$ cat src/rtl/core/tun_pkg.sv
`timescale 1ns / 1ps

package tun_pkg;

  localparam int COORD_W = 24;
  localparam int NORM_W  = 16;
  localparam int FRAC    = NORM_W - 2;
  localparam int QB      = FRAC + 1;

  localparam int DIFF_W  = COORD_W + 1;
  localparam int PROD_W  = 2 * DIFF_W;
  localparam int C_W     = PROD_W + 1;
  localparam int CMAG_W  = 2 * COORD_W + 2;
  localparam int LO_W    = CMAG_W / 2;
  localparam int HI_W    = CMAG_W - LO_W;
  localparam int SQ_W    = 2 * CMAG_W;
  localparam int LEN_W   = SQ_W + 2;
  localparam int ACC_W   = LEN_W + 2 * FRAC + 4;

  localparam int Q_DEPTH = 4;
  localparam int Q_AW    = $clog2(Q_DEPTH);
  localparam int Q_CW    = $clog2(Q_DEPTH + 1);

  typedef struct packed {
    logic [LEN_W-1:0]       len2;
    logic [2:0][SQ_W-1:0]   sq;
    logic [2:0]             neg;
    logic                   deg;
  } mid_t;

endpackage

$ cat src/rtl/core/tun_queue.sv
`timescale 1ns / 1ps

module tun_queue (
  input  logic          clk,
  input  logic          rst_n,
  input  logic          push,
  input  tun_pkg::mid_t push_item,
  input  logic          pop,
  output tun_pkg::mid_t head,
  output logic          empty,
  output logic          full
);

  tun_pkg::mid_t mem_r [0:tun_pkg::Q_DEPTH-1];
  logic [tun_pkg::Q_AW-1:0] wp_r, wp_nxt, rp_r, rp_nxt;
  logic [tun_pkg::Q_CW-1:0] cnt_r, cnt_nxt;

  assign empty = (cnt_r == '0);
  assign full  = (cnt_r == tun_pkg::Q_CW'(tun_pkg::Q_DEPTH));
  assign head  = mem_r[rp_r];

  always_comb begin
    wp_nxt  = push ? wp_r + 1'b1 : wp_r;
    rp_nxt  = pop  ? rp_r + 1'b1 : rp_r;
    cnt_nxt = cnt_r + tun_pkg::Q_CW'(push) - tun_pkg::Q_CW'(pop);
  end

  always_ff @(posedge clk) begin
    if (!rst_n) begin
      wp_r  <= '0;
      rp_r  <= '0;
      cnt_r <= '0;
    end else begin
      wp_r  <= wp_nxt;
      rp_r  <= rp_nxt;
      cnt_r <= cnt_nxt;
    end
  end

  always_ff @(posedge clk) begin
    if (push) begin
      mem_r[wp_r] <= push_item;
    end
  end

`ifndef ASSERT_OFF
  a_no_overflow: assert property (@(posedge clk) disable iff (!rst_n) push |-> !full)
    else $error("queue push while full");
  a_no_underflow: assert property (@(posedge clk) disable iff (!rst_n) pop |-> !empty)
    else $error("queue pop while empty");
  a_fill: assert property (@(posedge clk) disable iff (!rst_n)
    (push && !pop) |=> !empty)
    else $error("queue lost a transfer");
`endif

endmodule

$ cat config.mk
export PLATFORM = sky130hd
export DESIGN_NAME = tun_queue
export DESIGN_NICKNAME = d
export VERILOG_FILES = /design/src/rtl/core/tun_pkg.sv /design/src/rtl/core/tun_queue.sv
export SDC_FILE = /design/constraint.sdc
export NUM_CORES = 1
export LEC_CHECK = 0
export BUFFER_PORTS_ARGS = -buffer_cell sky130_fd_sc_hd__buf_2
export CAP_MARGIN = 25
export CORE_ASPECT_RATIO = 0.5
export CORE_MARGIN = 1
export CORE_UTILIZATION = 48
export CTS_CLUSTER_SIZE = 12
export DETAILED_ROUTE_END_ITERATION = 8
export GPL_ROUTABILITY_DRIVEN = 0
export GPL_TIMING_DRIVEN = 0
export PLACE_DENSITY = 0.77
export SLEW_MARGIN = 20
export SYNTH_ARGS = -nofsm -noshare
export SYNTH_HDL_FRONTEND = slang
export SYNTH_SLANG_ARGS = --single-unit
$ cat constraint.sdc
create_clock -name clk -period 17.6 [get_ports clk]
set_clock_uncertainty 0.05 [all_clocks]
set_input_delay 2.64 -clock clk [delete_from_list [all_inputs] [get_ports clk]]
set_output_delay 2.64 -clock clk [all_outputs]
set_load 0.01 [all_outputs]
== Yosys cells after proc, flatten, opt, wreduce, memory -nomap -nowiden ==
Memories as Yosys holds them, arrays and structs flattened. A register that Yosys moved wholly into a read port is not among the register bits.
Index checks and enable logic that the tools add are counted.

* Add/sub/neg operators: 4
* $mul: 0
* Divide/modulo/power cells: 0
* Order comparisons: 0
* Equal/unequal tests: 1
* Shifts and indexed selects: 0
* Multiplexer cells: 4
* Bitwise gates (word level): 0
* Reductions and logical operators: 1

{| class="wikitable"
|+ Operators with widths
! kind !! count
|-
| $add A2 B1 Y2 const B || 2
|-
| $mux W2 || 2
|-
| $add A3 B1 Y3 || 1
|-
| $eq A3 B3 Y1 const B || 1
|-
| $logic_not A3 Y1 || 1
|-
| $sub A3 B1 Y3 || 1
|-
| $mux W1 || 2
|}

* Flip-flop bits (word level): 7
* Bits in latches: 0
* Bits in writable memories: 1624
* ROM bits: 0
* Input bits: 410
* Memories kept: 1

{| class="wikitable"
|+ Memories
! name !! words !! bits a word !! rd ports !! clocked after Yosys merged registers in !! write ports !! RTL line !! text
|-
| mem_r || 4 || 406 || 1 || 1 || 1 || tun_queue.sv:14 || <nowiki>tun_pkg::mid_t mem_r [0:tun_pkg::Q_DEPTH-1];</nowiki>
|}

== Depth between registers and ports, before layout ==
* Depth after elaboration: 3
* Mapped depth: 7
* Mapped depth without buffers: 7

== Least setup slack after synthesis ==
No wires, ideal clock.

* Path kind: in2reg
* Start: input push
* End: memory mem_r[0][0] (netlist bit), enable pin
* Arrival: 11.769 ns
* Path slack: 4.961 ns
* Cell stages on the path: 1
* Path buffers: 0
* Path through: and2_1

* Cells in the longest elaborated chain, start to end: 2

{| class="wikitable"
|+ Ends and longest elaborated chain
! what !! RTL line !! text
|-
| start: declaration || tun_queue.sv:6 || <nowiki>input logic push,</nowiki>
|-
| $mux W1 || tun_queue.sv:41 || <nowiki>if (push) begin</nowiki>
|-
| $mux W1 (implied by the code) || tun_queue.sv:42 || <nowiki>mem_r[wp_r] <= push_item;</nowiki>
|-
| end: declaration || tun_queue.sv:14 ||
|}

Every way passes these cells.

==> out/metrics.cfg <==
[die]
rows=90
die_y_um=250
fp.dieArea_sq_um=124000
start_util=0.487
die_width_um=498
design.portCount=818
core_sq_um=121000

[global_route]
grt_overflow=0
antenna_found_initial=75
track_usage=0.225
grt_pass1_wl_um=200000
grt_max_degree=48
grt_pass1_vias=29000

[placement]
io_buffers=817
dpl.hpwl_um=93500
dp.cells=4633
pre_cts_ws_ns=12.37

[synth]
syn_nets=2580
syn_area_per_cell_sq_um=27.3
yosysWarnings=0
seq_area_frac_synth=0.829
syn_inst=2163
netlist_area_sq_um=59000
synthAdderAreaFrac=0.00161
synth.area.mux_share=0.155
ys_ff_latch=1633
synth_cell_type_count=20
synth_simple_gate_area_frac=0.00127
synth_top_family_by_area=multiplexers
synth_compound_area_frac=0.000254
synth_xor_area_frac=0.000699

[setup_path]
path_class=flip-flop to output pin
end_kind=output pin
cp.arrival_ns=3.27
crit_path_start_kind=flip-flop
worstPathRequired_ns=14.91
path_max_fanout=11

[timing]
slew_headroom=0.401
min_period_ns=5.96
rsz0062_at_grt=false
worst_pin_slew_ns=0.899
fmax_ghz=0.168
setup_violations=0
fin_ws_ns=11.64
fin_crit_sh=0.339
drv_slew=0
hold_violations=0

[routing]
wl_um=142000
dr.pass1.iters=5
drtAntennaViolNets=0
viasPerCell=5.72
drt-wirelength-per-cell_um=28.9
drc=0
drtIter0Drc=2443
via_count=28000

[pwr]
worst_ir_drop_vdd_uv=80.2
power_density_nw_per_um2=119
power.leakage_nw=23.6

[clocking]
root_buffer=clkbuf_16
cts_buffer_depth=3
cts_sinks=1633
ctsHoldBuffers=0
cts-htree-levels=4
clk_pin_slew_ns=0.06
postCtsSetupRepairBufs=0
clock_latency_ns=0.76
cts_buffers=156
cts_tree=built
ctsResizeCount=0

[cells_and_area]
most-common-layout-cells=edfxtp_1, buf_2, mux4_2
final_cells=4891
multiInputGateArea_sq_um=9390
final_common_cell=edfxtp_1
final_nets=3598
post-route-util=0.582
regArea_sq_um=48900
num-fill-cells=8453
syn2layout_area_growth_pct=19.6
drive_above_1_share=0.475

[flow_run]
cap_violations=0

[hold_path]
hp-class=flip-flop to flip-flop

[outcome]
outcome=finished, final reports clean

[registers in the layout, indices dropped and copies added, names as in the netlist, named ones only]
register and cells:
rp_r 2, cnt_r 3, mem_r 1624, wp_r 2
[worst max-delay path, cell delays in order, from the launching register on]
cell and delay [ns]:
dfxtp_1 0.30, buf_2 0.39, clkbuf_1 0.72, buf_2 0.45, mux4_2 0.44, buf_2 0.18
[metal layers]
metal / vias up / part of all wire / wire [um] / global-route usage
met2: 1200 / 0.54 / 75800 / 0.385
met3: 372 / 0.055 / 7840 / 0.0441
li1: 11500 / - / - / -
met4: 6 / 0.063 / 8860 / 0.147
met1: 14900 / 0.35 / 49000 / 0.260
met5: - / 0.00023 / 33 / 0
[cells by family (layout without fill, tap and decap cells)]
logic type / Yosys count / count (layout)
flops: 1633 / 1633
fa+ha+maj: 7 / 7
mux: 407 / 407
xor+xnor: 3 / 3
compound gates: 2 / 2
other cells: 0 / 72
buf+inv: 97 / 1143
simple gates: 14 / 14
[path summary, 6_finish.rpt]
path / startpoint / to / slack (ns) / depth (start not counted)
worst max register to register: wp_r[0] / mem_r[0][204] / 14.66 / 8
worst min-delay path: rp_r[0] / rp_r[1] / 0.52 / 2
worst max-delay path: flip-flop / head[87] / 11.64 / 5
worst min register to register: rp_r[0] / rp_r[1] / 0.52 / 2
[Yosys cell counts]
cell type / number / area, sq um
buf_1: 2 / 7.51
a21bo_2: 1 / 10.0
inv_1: 7 / 26.3
nor3_1: 1 / 5.00
and3_1: 1 / 6.26
mux4_2: 406 / 9140
ha_1: 6 / 75.1
nor2_1: 5 / 18.8
and2_1: 6 / 37.5
buf_6: 39 / 439
nand3b_1: 1 / 7.51
clkbuf_1: 7 / 26.3
buf_2: 42 / 210
xor3_1: 1 / 23.8
fa_1: 1 / 20.0
a21oi_1: 1 / 5.00
edfxtp_1: 1624 / 48800
xnor2_1: 2 / 17.5
dfxtp_1: 9 / 180
mux2i_1: 1 / 10.0
[stage by stage]
step                cell area, sq um  hold WS [ns]  total power [mW]  setup TNS (ns)
finish                         70600         0.518              8.41               0
global placement               65100         0.461              5.57        -3946.45
global route                   70600         0.547              8.67               0
CTS                            70500         0.513              8.48               0
floorplan                      59000         0.449              5.12               0
detailed placement             66200         0.498              5.48               0
[final cells by class]
class / instances / share of cell area
sequential: 1633 / 0.693
multi-input combinational: 433 / 0.133
timing repair buffer: 860 / 0.0722
clock buffer: 169 / 0.0563
tap: 1610 / 0.0285
buffer: 90 / 0.00967
clock inverter: 17 / 0.00448
antenna: 72 / 0.00255
inverter: 7 / 0.000372
[report_power, final]
part	internal (mW)	switching [mW]	total, mW	leakage (nW)
Sequential	4.47	0.0415	4.51	15.0
Clock	1.66	1.36	3.01	2.09
Combinational	0.382	0.506	0.888	6.48
No activity file was read; power rests on OpenSTA's default activity.
